==> src/hw/rtl/bmtd_pkg.sv <==
// Shared types, token codes and marker constants for the Bolt message token decoder.
`default_nettype none

package bmtd_pkg;

  // Token kinds on the result channel
  localparam logic [3:0] TK_NULL       = 4'd0;
  localparam logic [3:0] TK_BOOL       = 4'd1;
  localparam logic [3:0] TK_INT        = 4'd2;
  localparam logic [3:0] TK_FLOAT      = 4'd3;
  localparam logic [3:0] TK_STR        = 4'd4;
  localparam logic [3:0] TK_BYTES      = 4'd5;
  localparam logic [3:0] TK_LIST       = 4'd6;
  localparam logic [3:0] TK_MAP        = 4'd7;
  localparam logic [3:0] TK_STRUCT     = 4'd8;
  localparam logic [3:0] TK_CONTENT    = 4'd9;
  localparam logic [3:0] TK_END        = 4'd10;
  localparam logic [3:0] TK_ERR_START  = 4'd11;
  localparam logic [3:0] TK_ERR_MARKER = 4'd12;
  localparam logic [3:0] TK_ERR_TRUNC  = 4'd13;

  // What a multi-byte collection is building
  localparam logic [3:0] PK_NONE   = 4'd0;
  localparam logic [3:0] PK_I8     = 4'd1;
  localparam logic [3:0] PK_I16    = 4'd2;
  localparam logic [3:0] PK_I32    = 4'd3;
  localparam logic [3:0] PK_I64    = 4'd4;
  localparam logic [3:0] PK_FLOAT  = 4'd5;
  localparam logic [3:0] PK_STR    = 4'd6;
  localparam logic [3:0] PK_BYTES  = 4'd7;
  localparam logic [3:0] PK_LIST   = 4'd8;
  localparam logic [3:0] PK_MAP    = 4'd9;
  localparam logic [3:0] PK_STRUCT = 4'd10;

  // PackStream markers
  localparam logic [7:0] MK_TINY_INT_MAX = 8'h7F;
  localparam logic [7:0] MK_NEG_INT_MIN  = 8'hF0;
  localparam logic [3:0] MK_TINY_STR     = 4'h8;
  localparam logic [3:0] MK_TINY_LIST    = 4'h9;
  localparam logic [3:0] MK_TINY_MAP     = 4'hA;
  localparam logic [3:0] MK_TINY_STRUCT  = 4'hB;
  localparam logic [7:0] MK_NULL     = 8'hC0;
  localparam logic [7:0] MK_FLOAT64  = 8'hC1;
  localparam logic [7:0] MK_FALSE    = 8'hC2;
  localparam logic [7:0] MK_TRUE     = 8'hC3;
  localparam logic [7:0] MK_INT8     = 8'hC8;
  localparam logic [7:0] MK_INT16    = 8'hC9;
  localparam logic [7:0] MK_INT32    = 8'hCA;
  localparam logic [7:0] MK_INT64    = 8'hCB;
  localparam logic [7:0] MK_BYTES8   = 8'hCC;
  localparam logic [7:0] MK_BYTES16  = 8'hCD;
  localparam logic [7:0] MK_BYTES32  = 8'hCE;
  localparam logic [7:0] MK_STRING8  = 8'hD0;
  localparam logic [7:0] MK_STRING16 = 8'hD1;
  localparam logic [7:0] MK_STRING32 = 8'hD2;
  localparam logic [7:0] MK_LIST8    = 8'hD4;
  localparam logic [7:0] MK_LIST16   = 8'hD5;
  localparam logic [7:0] MK_LIST32   = 8'hD6;
  localparam logic [7:0] MK_MAP8     = 8'hD8;
  localparam logic [7:0] MK_MAP16    = 8'hD9;
  localparam logic [7:0] MK_MAP32    = 8'hDA;
  localparam logic [7:0] MK_STRUCT8  = 8'hDC;
  localparam logic [7:0] MK_STRUCT16 = 8'hDD;

  localparam logic [31:0] LEN_SAT = 32'hFFFF_FFFF;

  typedef enum logic [2:0] {
    CP_HIGH = 3'b001,
    CP_LOW  = 3'b010,
    CP_BODY = 3'b100
  } chunk_phase_t;

  typedef enum logic [3:0] {
    TP_MARKER  = 4'b0001,
    TP_COLLECT = 4'b0010,
    TP_TAG     = 4'b0100,
    TP_CONTENT = 4'b1000
  } token_phase_t;

  typedef struct packed {
    logic [3:0]         kind;
    logic signed [63:0] value;
    logic [7:0]         tag;
    logic               hdr;
  } token_t;

  typedef struct packed {
    logic   valid;
    token_t tok;
  } result_t;

endpackage

`default_nettype wire

==> src/hw/rtl/bmtd_if.sv <==
// Valid/ready channel interfaces for wire bytes and decoded tokens.
`default_nettype none

interface bmtd_byte_if;
  logic       valid;
  logic       ready;
  logic [7:0] wire_byte;

  modport source (output valid, output wire_byte, input ready);
  modport sink   (input valid, input wire_byte, output ready);
endinterface

interface bmtd_token_if;
  logic               valid;
  logic               ready;
  logic [3:0]         token_kind;
  logic signed [63:0] token_value;
  logic [7:0]         struct_tag;
  logic               is_message_header;

  modport source (output valid, output token_kind, output token_value,
                  output struct_tag, output is_message_header, input ready);
  modport sink   (input valid, input token_kind, input token_value,
                  input struct_tag, input is_message_header, output ready);
endinterface

`default_nettype wire

==> src/hw/rtl/bmtd_core.sv <==
// Framing and tokenizer state with its combinational per-byte update.
`default_nettype none

module bmtd_core (
  input  wire logic             clk,
  input  wire logic             rst,
  input  wire logic             step,
  input  wire logic [7:0]       wire_byte,
  output bmtd_pkg::result_t     res
);
  import bmtd_pkg::*;

  chunk_phase_t chunk_phase, chunk_phase_next;
  token_phase_t token_phase, token_phase_next;
  logic [15:0]  chunk_remaining, chunk_remaining_next;
  logic [31:0]  message_length, message_length_next;
  logic [3:0]   bytes_to_collect, bytes_to_collect_next;
  logic [3:0]   pending_kind, pending_kind_next;
  logic [63:0]  accumulator, accumulator_next;
  logic [31:0]  content_remaining, content_remaining_next;
  logic [15:0]  struct_field_count, struct_field_count_next;
  logic         skipping_message, skipping_message_next;

  logic [63:0]  acc_shift;
  logic [15:0]  chunk_len;
  logic [7:0]   b;

  assign b         = wire_byte;
  assign acc_shift = {accumulator[55:0], b};
  assign chunk_len = {chunk_remaining[7:0], b};

  always_comb begin
    chunk_phase_next        = chunk_phase;
    token_phase_next        = token_phase;
    chunk_remaining_next    = chunk_remaining;
    message_length_next     = message_length;
    bytes_to_collect_next   = bytes_to_collect;
    pending_kind_next       = pending_kind;
    accumulator_next        = accumulator;
    content_remaining_next  = content_remaining;
    struct_field_count_next = struct_field_count;
    skipping_message_next   = skipping_message;
    res                     = '0;

    case (chunk_phase)
      CP_BODY: begin
        if (!skipping_message) begin
          if (message_length == 32'd0) begin
            if (b[7:4] == MK_TINY_STRUCT) begin
              struct_field_count_next = {12'd0, b[3:0]};
              token_phase_next        = TP_TAG;
            end else begin
              skipping_message_next = 1'b1;
              res.valid             = 1'b1;
              res.tok.kind          = TK_ERR_START;
              res.tok.value         = {56'd0, b};
            end
          end else begin
            case (token_phase)
              TP_COLLECT: begin
                accumulator_next = acc_shift;
                if (bytes_to_collect <= 4'd1) begin
                  bytes_to_collect_next = 4'd0;
                  token_phase_next      = TP_MARKER;
                  res.valid             = 1'b1;
                  case (pending_kind)
                    PK_I8: begin
                      res.tok.kind  = TK_INT;
                      res.tok.value = {{56{acc_shift[7]}}, acc_shift[7:0]};
                    end
                    PK_I16: begin
                      res.tok.kind  = TK_INT;
                      res.tok.value = {{48{acc_shift[15]}}, acc_shift[15:0]};
                    end
                    PK_I32: begin
                      res.tok.kind  = TK_INT;
                      res.tok.value = {{32{acc_shift[31]}}, acc_shift[31:0]};
                    end
                    PK_I64: begin
                      res.tok.kind  = TK_INT;
                      res.tok.value = acc_shift;
                    end
                    PK_FLOAT: begin
                      res.tok.kind  = TK_FLOAT;
                      res.tok.value = acc_shift;
                    end
                    PK_STR, PK_BYTES: begin
                      res.tok.kind  = (pending_kind == PK_STR) ? TK_STR : TK_BYTES;
                      res.tok.value = {32'd0, acc_shift[31:0]};
                      content_remaining_next = acc_shift[31:0];
                      token_phase_next = (acc_shift[31:0] != 32'd0) ? TP_CONTENT
                                                                     : TP_MARKER;
                    end
                    PK_LIST, PK_MAP: begin
                      res.tok.kind  = (pending_kind == PK_LIST) ? TK_LIST : TK_MAP;
                      res.tok.value = {32'd0, acc_shift[31:0]};
                    end
                    PK_STRUCT: begin
                      res.valid               = 1'b0;
                      struct_field_count_next = acc_shift[15:0];
                      token_phase_next        = TP_TAG;
                    end
                    default: begin
                      res.valid = 1'b0;
                    end
                  endcase
                end else begin
                  bytes_to_collect_next = bytes_to_collect - 4'd1;
                end
              end
              TP_TAG: begin
                token_phase_next = TP_MARKER;
                res.valid        = 1'b1;
                res.tok.kind     = TK_STRUCT;
                res.tok.value    = {48'd0, struct_field_count};
                res.tok.tag      = b;
                res.tok.hdr      = (message_length == 32'd1);
              end
              TP_CONTENT: begin
                if (content_remaining <= 32'd1) begin
                  content_remaining_next = 32'd0;
                  token_phase_next       = TP_MARKER;
                end else begin
                  content_remaining_next = content_remaining - 32'd1;
                end
                res.valid     = 1'b1;
                res.tok.kind  = TK_CONTENT;
                res.tok.value = {56'd0, b};
              end
              default: begin
                // Marker byte: decode the token head
                if (b <= MK_TINY_INT_MAX) begin
                  res.valid     = 1'b1;
                  res.tok.kind  = TK_INT;
                  res.tok.value = {56'd0, b};
                end else if (b >= MK_NEG_INT_MIN) begin
                  res.valid     = 1'b1;
                  res.tok.kind  = TK_INT;
                  res.tok.value = {{56{1'b1}}, b};
                end else if (b[7:4] == MK_TINY_STR) begin
                  res.valid              = 1'b1;
                  res.tok.kind           = TK_STR;
                  res.tok.value          = {60'd0, b[3:0]};
                  content_remaining_next = {28'd0, b[3:0]};
                  token_phase_next = (b[3:0] != 4'd0) ? TP_CONTENT : TP_MARKER;
                end else if (b[7:4] == MK_TINY_LIST) begin
                  res.valid     = 1'b1;
                  res.tok.kind  = TK_LIST;
                  res.tok.value = {60'd0, b[3:0]};
                end else if (b[7:4] == MK_TINY_MAP) begin
                  res.valid     = 1'b1;
                  res.tok.kind  = TK_MAP;
                  res.tok.value = {60'd0, b[3:0]};
                end else if (b[7:4] == MK_TINY_STRUCT) begin
                  struct_field_count_next = {12'd0, b[3:0]};
                  token_phase_next        = TP_TAG;
                end else begin
                  accumulator_next = 64'd0;
                  token_phase_next = TP_COLLECT;
                  case (b)
                    MK_NULL: begin
                      token_phase_next = TP_MARKER;
                      accumulator_next = accumulator;
                      res.valid        = 1'b1;
                      res.tok.kind     = TK_NULL;
                    end
                    MK_FALSE, MK_TRUE: begin
                      token_phase_next = TP_MARKER;
                      accumulator_next = accumulator;
                      res.valid        = 1'b1;
                      res.tok.kind     = TK_BOOL;
                      res.tok.value    = {63'd0, b[0]};
                    end
                    MK_FLOAT64: begin
                      pending_kind_next = PK_FLOAT; bytes_to_collect_next = 4'd8;
                    end
                    MK_INT8: begin
                      pending_kind_next = PK_I8; bytes_to_collect_next = 4'd1;
                    end
                    MK_INT16: begin
                      pending_kind_next = PK_I16; bytes_to_collect_next = 4'd2;
                    end
                    MK_INT32: begin
                      pending_kind_next = PK_I32; bytes_to_collect_next = 4'd4;
                    end
                    MK_INT64: begin
                      pending_kind_next = PK_I64; bytes_to_collect_next = 4'd8;
                    end
                    MK_BYTES8: begin
                      pending_kind_next = PK_BYTES; bytes_to_collect_next = 4'd1;
                    end
                    MK_BYTES16: begin
                      pending_kind_next = PK_BYTES; bytes_to_collect_next = 4'd2;
                    end
                    MK_BYTES32: begin
                      pending_kind_next = PK_BYTES; bytes_to_collect_next = 4'd4;
                    end
                    MK_STRING8: begin
                      pending_kind_next = PK_STR; bytes_to_collect_next = 4'd1;
                    end
                    MK_STRING16: begin
                      pending_kind_next = PK_STR; bytes_to_collect_next = 4'd2;
                    end
                    MK_STRING32: begin
                      pending_kind_next = PK_STR; bytes_to_collect_next = 4'd4;
                    end
                    MK_LIST8: begin
                      pending_kind_next = PK_LIST; bytes_to_collect_next = 4'd1;
                    end
                    MK_LIST16: begin
                      pending_kind_next = PK_LIST; bytes_to_collect_next = 4'd2;
                    end
                    MK_LIST32: begin
                      pending_kind_next = PK_LIST; bytes_to_collect_next = 4'd4;
                    end
                    MK_MAP8: begin
                      pending_kind_next = PK_MAP; bytes_to_collect_next = 4'd1;
                    end
                    MK_MAP16: begin
                      pending_kind_next = PK_MAP; bytes_to_collect_next = 4'd2;
                    end
                    MK_MAP32: begin
                      pending_kind_next = PK_MAP; bytes_to_collect_next = 4'd4;
                    end
                    MK_STRUCT8: begin
                      pending_kind_next = PK_STRUCT; bytes_to_collect_next = 4'd1;
                    end
                    MK_STRUCT16: begin
                      pending_kind_next = PK_STRUCT; bytes_to_collect_next = 4'd2;
                    end
                    default: begin
                      // Unknown marker: report it and skip the message
                      token_phase_next      = TP_MARKER;
                      accumulator_next      = accumulator;
                      skipping_message_next = 1'b1;
                      res.valid             = 1'b1;
                      res.tok.kind          = TK_ERR_MARKER;
                      res.tok.value         = {56'd0, b};
                    end
                  endcase
                end
              end
            endcase
          end
        end

        if (message_length != LEN_SAT) begin
          message_length_next = message_length + 32'd1;
        end
        if (chunk_remaining <= 16'd1) begin
          chunk_remaining_next = 16'd0;
          chunk_phase_next     = CP_HIGH;
        end else begin
          chunk_remaining_next = chunk_remaining - 16'd1;
        end
      end
      CP_LOW: begin
        if (chunk_len == 16'd0) begin
          res.valid     = 1'b1;
          res.tok.kind  = TK_END;
          res.tok.value = {32'd0, message_length};
          if (!skipping_message) begin
            if (message_length < 32'd2) begin
              res.tok.kind = TK_ERR_START;
            end else if (token_phase == TP_COLLECT || token_phase == TP_TAG ||
                         token_phase == TP_CONTENT) begin
              res.tok.kind = TK_ERR_TRUNC;
            end
          end
          message_length_next     = 32'd0;
          token_phase_next        = TP_MARKER;
          bytes_to_collect_next   = 4'd0;
          pending_kind_next       = PK_NONE;
          accumulator_next        = 64'd0;
          content_remaining_next  = 32'd0;
          struct_field_count_next = 16'd0;
          skipping_message_next   = 1'b0;
          chunk_phase_next        = CP_HIGH;
          chunk_remaining_next    = 16'd0;
        end else begin
          chunk_remaining_next = chunk_len;
          chunk_phase_next     = CP_BODY;
        end
      end
      default: begin
        chunk_remaining_next = {8'd0, b};
        chunk_phase_next     = CP_LOW;
      end
    endcase
  end

  always_ff @(posedge clk) begin
    if (rst) begin
      chunk_phase        <= CP_HIGH;
      token_phase        <= TP_MARKER;
      chunk_remaining    <= '0;
      message_length     <= '0;
      bytes_to_collect   <= '0;
      pending_kind       <= PK_NONE;
      accumulator        <= '0;
      content_remaining  <= '0;
      struct_field_count <= '0;
      skipping_message   <= 1'b0;
    end else if (step) begin
      chunk_phase        <= chunk_phase_next;
      token_phase        <= token_phase_next;
      chunk_remaining    <= chunk_remaining_next;
      message_length     <= message_length_next;
      bytes_to_collect   <= bytes_to_collect_next;
      pending_kind       <= pending_kind_next;
      accumulator        <= accumulator_next;
      content_remaining  <= content_remaining_next;
      struct_field_count <= struct_field_count_next;
      skipping_message   <= skipping_message_next;
    end
  end

endmodule

`default_nettype wire

==> src/hw/rtl/bolt_message_token_decoder_top.sv <==
// Top level of the Bolt message token decoder: input register, decoder core, result register.
// Path: an accepted byte waits in the input register; the core decodes it and any
//   token goes to the result register, which must be free or being emptied.
// Throughput: one byte per cycle while the result side is ready; a stall holds the input.
// Reset: synchronous, active high; clears framing and token state and both
//   valid flags, so no token is shown until the first one has been decoded.
`default_nettype none

module bolt_message_token_decoder_top (
  input  wire logic    clk,
  input  wire logic    rst,
  bmtd_byte_if.sink    rx,
  bmtd_token_if.source tokens
);
  import bmtd_pkg::*;

  // Input register: holds one byte until the core can consume it
  logic       byte_valid;
  logic [7:0] byte_held;

  // Result register
  logic       out_valid;
  token_t     out_tok;

  result_t    res;
  logic       step;

  // Advance the core when a byte is held and the result slot is free or
  // being emptied by a transfer in this cycle.
  assign step     = byte_valid && (!out_valid || tokens.ready);
  assign rx.ready = !byte_valid || step;

  always_ff @(posedge clk) begin
    if (rst) begin
      byte_valid <= 1'b0;
    end else if (rx.ready) begin
      byte_valid <= rx.valid;
    end
  end

  always_ff @(posedge clk) begin
    if (rx.valid && rx.ready) begin
      byte_held <= rx.wire_byte;
    end
  end

  bmtd_core u_core (
    .clk       (clk),
    .rst       (rst),
    .step      (step),
    .wire_byte (byte_held),
    .res       (res)
  );

  // Load the token when the core steps; drop the valid flag once transferred
  always_ff @(posedge clk) begin
    if (rst) begin
      out_valid <= 1'b0;
    end else if (step) begin
      out_valid <= res.valid;
    end else if (tokens.ready) begin
      out_valid <= 1'b0;
    end
  end

  always_ff @(posedge clk) begin
    if (step && res.valid) begin
      out_tok <= res.tok;
    end
  end

  assign tokens.valid             = out_valid;
  assign tokens.token_kind        = out_tok.kind;
  assign tokens.token_value       = out_tok.value;
  assign tokens.struct_tag        = out_tok.tag;
  assign tokens.is_message_header = out_tok.hdr;

endmodule

`default_nettype wire

==> src/flat_wrapper.sv <==
// flat-port wrapper written by rule: the top's interface ports become plain ports
module bolt_message_token_decoder_top_flat import bmtd_pkg::*;
  (clk, rst, rx_valid, rx_wire_byte, rx_ready, tokens_valid, tokens_token_kind, tokens_token_value, tokens_struct_tag, tokens_is_message_header, tokens_ready);
  bmtd_byte_if rx_i ();
  bmtd_token_if tokens_i ();
  input  wire logic clk;
  input  wire logic rst;
  input wire logic [$bits(rx_i.valid)-1:0] rx_valid;
  input wire logic [$bits(rx_i.wire_byte)-1:0] rx_wire_byte;
  output wire logic [$bits(rx_i.ready)-1:0] rx_ready;
  output wire logic [$bits(tokens_i.valid)-1:0] tokens_valid;
  output wire logic [$bits(tokens_i.token_kind)-1:0] tokens_token_kind;
  output wire logic [$bits(tokens_i.token_value)-1:0] tokens_token_value;
  output wire logic [$bits(tokens_i.struct_tag)-1:0] tokens_struct_tag;
  output wire logic [$bits(tokens_i.is_message_header)-1:0] tokens_is_message_header;
  input wire logic [$bits(tokens_i.ready)-1:0] tokens_ready;
  assign rx_i.valid = rx_valid;
  assign rx_i.wire_byte = rx_wire_byte;
  assign rx_ready = rx_i.ready;
  assign tokens_valid = tokens_i.valid;
  assign tokens_token_kind = tokens_i.token_kind;
  assign tokens_token_value = tokens_i.token_value;
  assign tokens_struct_tag = tokens_i.struct_tag;
  assign tokens_is_message_header = tokens_i.is_message_header;
  assign tokens_i.ready = tokens_ready;
  bolt_message_token_decoder_top u_core (.clk(clk), .rst(rst), .rx(rx_i), .tokens(tokens_i));
endmodule
==> config.mk <==
export PLATFORM = sky130hd
export DESIGN_NAME = bolt_message_token_decoder_top_flat
export DESIGN_NICKNAME = d
export VERILOG_FILES = /design/src/hw/rtl/bmtd_pkg.sv /design/src/hw/rtl/bmtd_if.sv /design/src/hw/rtl/bmtd_core.sv /design/src/hw/rtl/bolt_message_token_decoder_top.sv /design/src/flat_wrapper.sv
export SDC_FILE = /design/constraint.sdc
export NUM_CORES = 1
export LEC_CHECK = 0
export ABC_AREA = 0
export BUFFER_PORTS_ARGS = -buffer_cell sky130_fd_sc_hd__buf_2
export CELL_PAD_IN_SITES_DETAIL_PLACEMENT = 2
export CELL_PAD_IN_SITES_GLOBAL_PLACEMENT = 2
export CORE_AREA = 4 4 190 192
export CTS_BUF_LIST = sky130_fd_sc_hd__clkbuf_4 sky130_fd_sc_hd__clkbuf_8
export DETAILED_ROUTE_END_ITERATION = 7
export DIE_AREA = 0 0 194 196
export PLACE_DENSITY = 0.88
export SLEW_MARGIN = 30
export SYNTH_ARGS = -nofsm -noshare
export SYNTH_HDL_FRONTEND = slang
export SYNTH_HIERARCHICAL = 1
export SYNTH_SLANG_ARGS = --single-unit
==> constraint.sdc <==
create_clock -name clk -period 6.7 [get_ports clk]
set_input_delay 0.335 -clock clk [delete_from_list [all_inputs] [get_ports clk]]
set_output_delay 0.335 -clock clk [all_outputs]
set_load 0.005 [all_outputs]
==> metrics list <==
- The flow ran to the end, and the final reports show no timing, DRC or antenna violations.
- The number of different library cells used by synthesis comes to 86.
- 91 I/O pins were placed.
- Among all cell types in the netlist, the one instantiated most often is nand2_1.
- Min-Delay Path Depth: 3
- Hold Path Class: in -> reg
- Final antenna-violating net count: 0
* Final Skew: 0.0412 ns
- Top cells by count, synth: 198 x nand2_1, 170 x dfxtp_1, 122 x a21oi_1
* Ratio of cells with drive above 1 in the final layout: 0.157
- Of the post-synthesis cell area, the dominant cell type holds 0.251.
* Placement Rows: 68
- The setup path with the least slack is of type reg -> reg.
* Wirelength per Cell: roughly 27 um
- In the routed layout, each cell is associated on average with a via count of 6.36.
* Core area: 0.0344 sq mm
- For this run, design rule violations remaining after detail routing come to 0.
* GR Util All Layers: 0.279
* Worst skew pair latency: 0.62 ns
- Post-route cell area: around 0.016 sq mm
- Post-DP Area: about 0.014 sq mm
- STA puts the critical path data arrival time at 4.73 ns.
- The H-tree was split into 2 levels.
* Setup repair after global routing missed its margin: false
- Endpoints failing hold: 0
- Total count of max-transition violations in the final report: 0
- CTS buffer count: 47
* Maximum clock insertion buffer count: 3
- In the global route stage, met3 resource usage came out at 0.0558.
- Crit path max-delay cell type: or4b_2
* YS warnings: 6
* Peak clock frequency supported by timing: 0.221 GHz
- Top FF cell, synth: dfxtp_1
- STA puts the critical path data required time at 6.91 ns.
- Initial antenna violation count: 0
- Max-cap violations in this run came to 0.
- Remaining global-route overflow: 0
* Via count of the first global-routing pass: 14,100
- Entering global routing, the biggest net connects 85 pins.
- Die area: ~0.038 sq mm
* Met2 demand-to-capacity share in global routing: 0.479
- The share of the Yosys chip area taken by registers is 0.439.
- Clock transition at the register clock pins on the worst setup and hold paths after CTS: approximately 0.06 ns
- After synthesis the netlist holds a flip-flop and latch count of 255.
- Layer with the highest usage: met2
- Summed negative setup slack over all endpoints: 0 ns
- In this run the mean area of a mapped cell was approximately 9.0 sq um.
- List of cells traversed by the critical path: or4b_2, o31ai_4, buf_4, a31o_2, a21o_1, a21oi_1, o21ai_0, nand2_1, nor2b_4, buf_4
- Worst-margin pin slew: 0.978 ns
- Count of vias placed by the detailed router: roughly 13,000
* Gate Count Post-Synth: between 1,500 and 2,000
- Total power: about 3500 uW
* Critical Path Source Type: register
* Routed WL: 55,100 um
* Most common cell on crit path: buf_4
- Detailed Routing Iterations Pass 1: 5
- Tmin final: between 4 and 5 ns
* Layout Nets: between 1,500 and 2,000
* Most area-consuming cells after synthesis: dfxtp_1 25%, edfxtp_1 19%, nand2_1 5.5%
- Worst slew slack as a fraction of its limit: 0.346
- For the worst flop-to-flop path, the logic depth is 10.
- Dividing the final minimum period by the clock period gives 0.674.
- Worst-case vdd ir drop: 122 uV
- Horizontal die dimension: approximately 190 um
* Clock tree from TritonCTS: yes
- Fraction of synthesis flops using an asynchronous set or reset pin: 0
- Port buffer count: 90
* Effective utilization at floorplan: 0.394
* Die H: between 150 and 200 um
- Setup violations remaining at the end of the flow were counted as 0.
- First-pass GRT wire length: 85,100 um
- Capturing element type of the critical path: register
* Layout Area Growth over Synthesis: 14.4%
- Final weighted congestion of routability-driven global placement: 0.882
- Longest individual stage delay on the worst path: 0.85 ns
- Area of the mapped netlist: 0.0136 sq mm
- Counting every net in the synthesized netlist gives 1,532.
* Number of buffers inserted to repair setup after CTS: 0
- Of all nets on the critical path, the largest fanout is 57.
- Antenna diode instance count: 0
* Largest area contributor in the netlist: dfxtp_1
* Number of enable-type register cells in the synthesized netlist: 85
- The tree is rooted in a clkbuf_8.
- Half-perimeter wire length of the detailed placement result: 35,400 um
- Violation count after the first detailed-route iteration: a little over 1,000
* CTS sink count: between 200 and 300
- Pwr dens: 225 mW/mm^2
- Leakage dissipation: 0.00553 uW
- In the global route stage, met1 resource usage came out at 0.348.
## cells in the final DEF (no fill, tap or decap), types with 35 or more instances in the layout
cell type	instances
buf_2	90
o21ai_0	96
nand3_1	37
edfxtp_1	85
dfxtp_1	170
a22o_1	44
and2_1	35
nor2_1	71
a21oi_1	121
mux2i_1	70
clkbuf_8	51
nand2_1	198
## final timing paths
path	start	slack [ns]	endpoint
max reg2reg	u_core/u_core/token_phase[1]	2.18	u_core/tokens.token_value[34]
max	u_core/u_core/token_phase[1]	2.18	u_core/tokens.token_value[34]
min	tokens_ready	0.07	u_core/byte_valid
min reg2reg	u_core/u_core/accumulator[34]	0.48	u_core/u_core/accumulator[34]
## sequential cells by signal (all words and copies together), names as in the netlist
signal and cells:
u_core/byte_held 8, u_core/byte_valid 1, u_core/tokens.is_message_header 1, u_core/tokens.struct_tag 8
u_core/tokens.token_kind 4, u_core/tokens.token_value 64, u_core/tokens.valid 1, u_core/u_core/accumulator 56
u_core/u_core/bytes_to_collect 4, u_core/u_core/chunk_phase 3, u_core/u_core/chunk_remaining 16, u_core/u_core/content_remaining 32
u_core/u_core/message_length 32, u_core/u_core/pending_kind 4, u_core/u_core/skipping_message 1, u_core/u_core/struct_field_count 16
u_core/u_core/token_phase 4
## repair_timing
action | CTS | global route
hold buffers | 9 | 0
gates resized for setup | 0 | 0
endpoints found under the hold margin | 9 | 0
## final cells by class
cell class	count	area (sq um)
clock inverters	21	238
inverters	34	128
multi-input cells	1098	7060
clock buffers	66	815
fillers	3724	18900
repair buffers	125	743
flip-flops and latches	255	5960
well taps	455	569
## metrics by stage
step / utilization / setup WS (ns) / cells / hold slack (ns)
finish: 0.451 / 2.18 / 2054 / 0.0685
floorplan: - / 0.617 / 1511 / 0.404
detailed placement: 0.417 / 2.28 / 1958 / 0.459
global placement: 0.416 / 2.54 / 1958 / 0.442
global route: 0.451 / 1.98 / 2054 / 0.0432
CTS: 0.450 / 2.22 / 2054 / 0.0323
## where the power goes
group / total [uW] / switching (uW) / internal (uW)
sequential: 1620 / 20.9 / 1600
clock: 1730 / 743 / 986
combinational: 146 / 100 / 46.1
## worst max-delay path, delay by kind of cell (launching register included)
| family | cells | cell delay (ns) |
|---|---|---|
| flip-flops | 1 | 0.51 |
| buffers and inverters | 2 | 1.25 |
| AO/OA/AOI/OAI | 5 | 0.71 |
| AND/OR/NAND/NOR | 3 | 1.55 |
## metal layers
layer / vias to the layer above / share of wire
met1: 6657 / 0.41
met4: 0 / 0.035
met2: 523 / 0.49
met5: - / 0
met3: 138 / 0.064
li1: 5750 / -
## logic make-up after synthesis
family          share of synthesized area
fa+ha+maj                         0.00831
flops                               0.439
compound gates                      0.222
buf+inv                            0.0493
mux                                0.0525
simple gates                        0.204
xor+xnor                           0.0239
No activity file was read; power rests on OpenSTA's default activity.
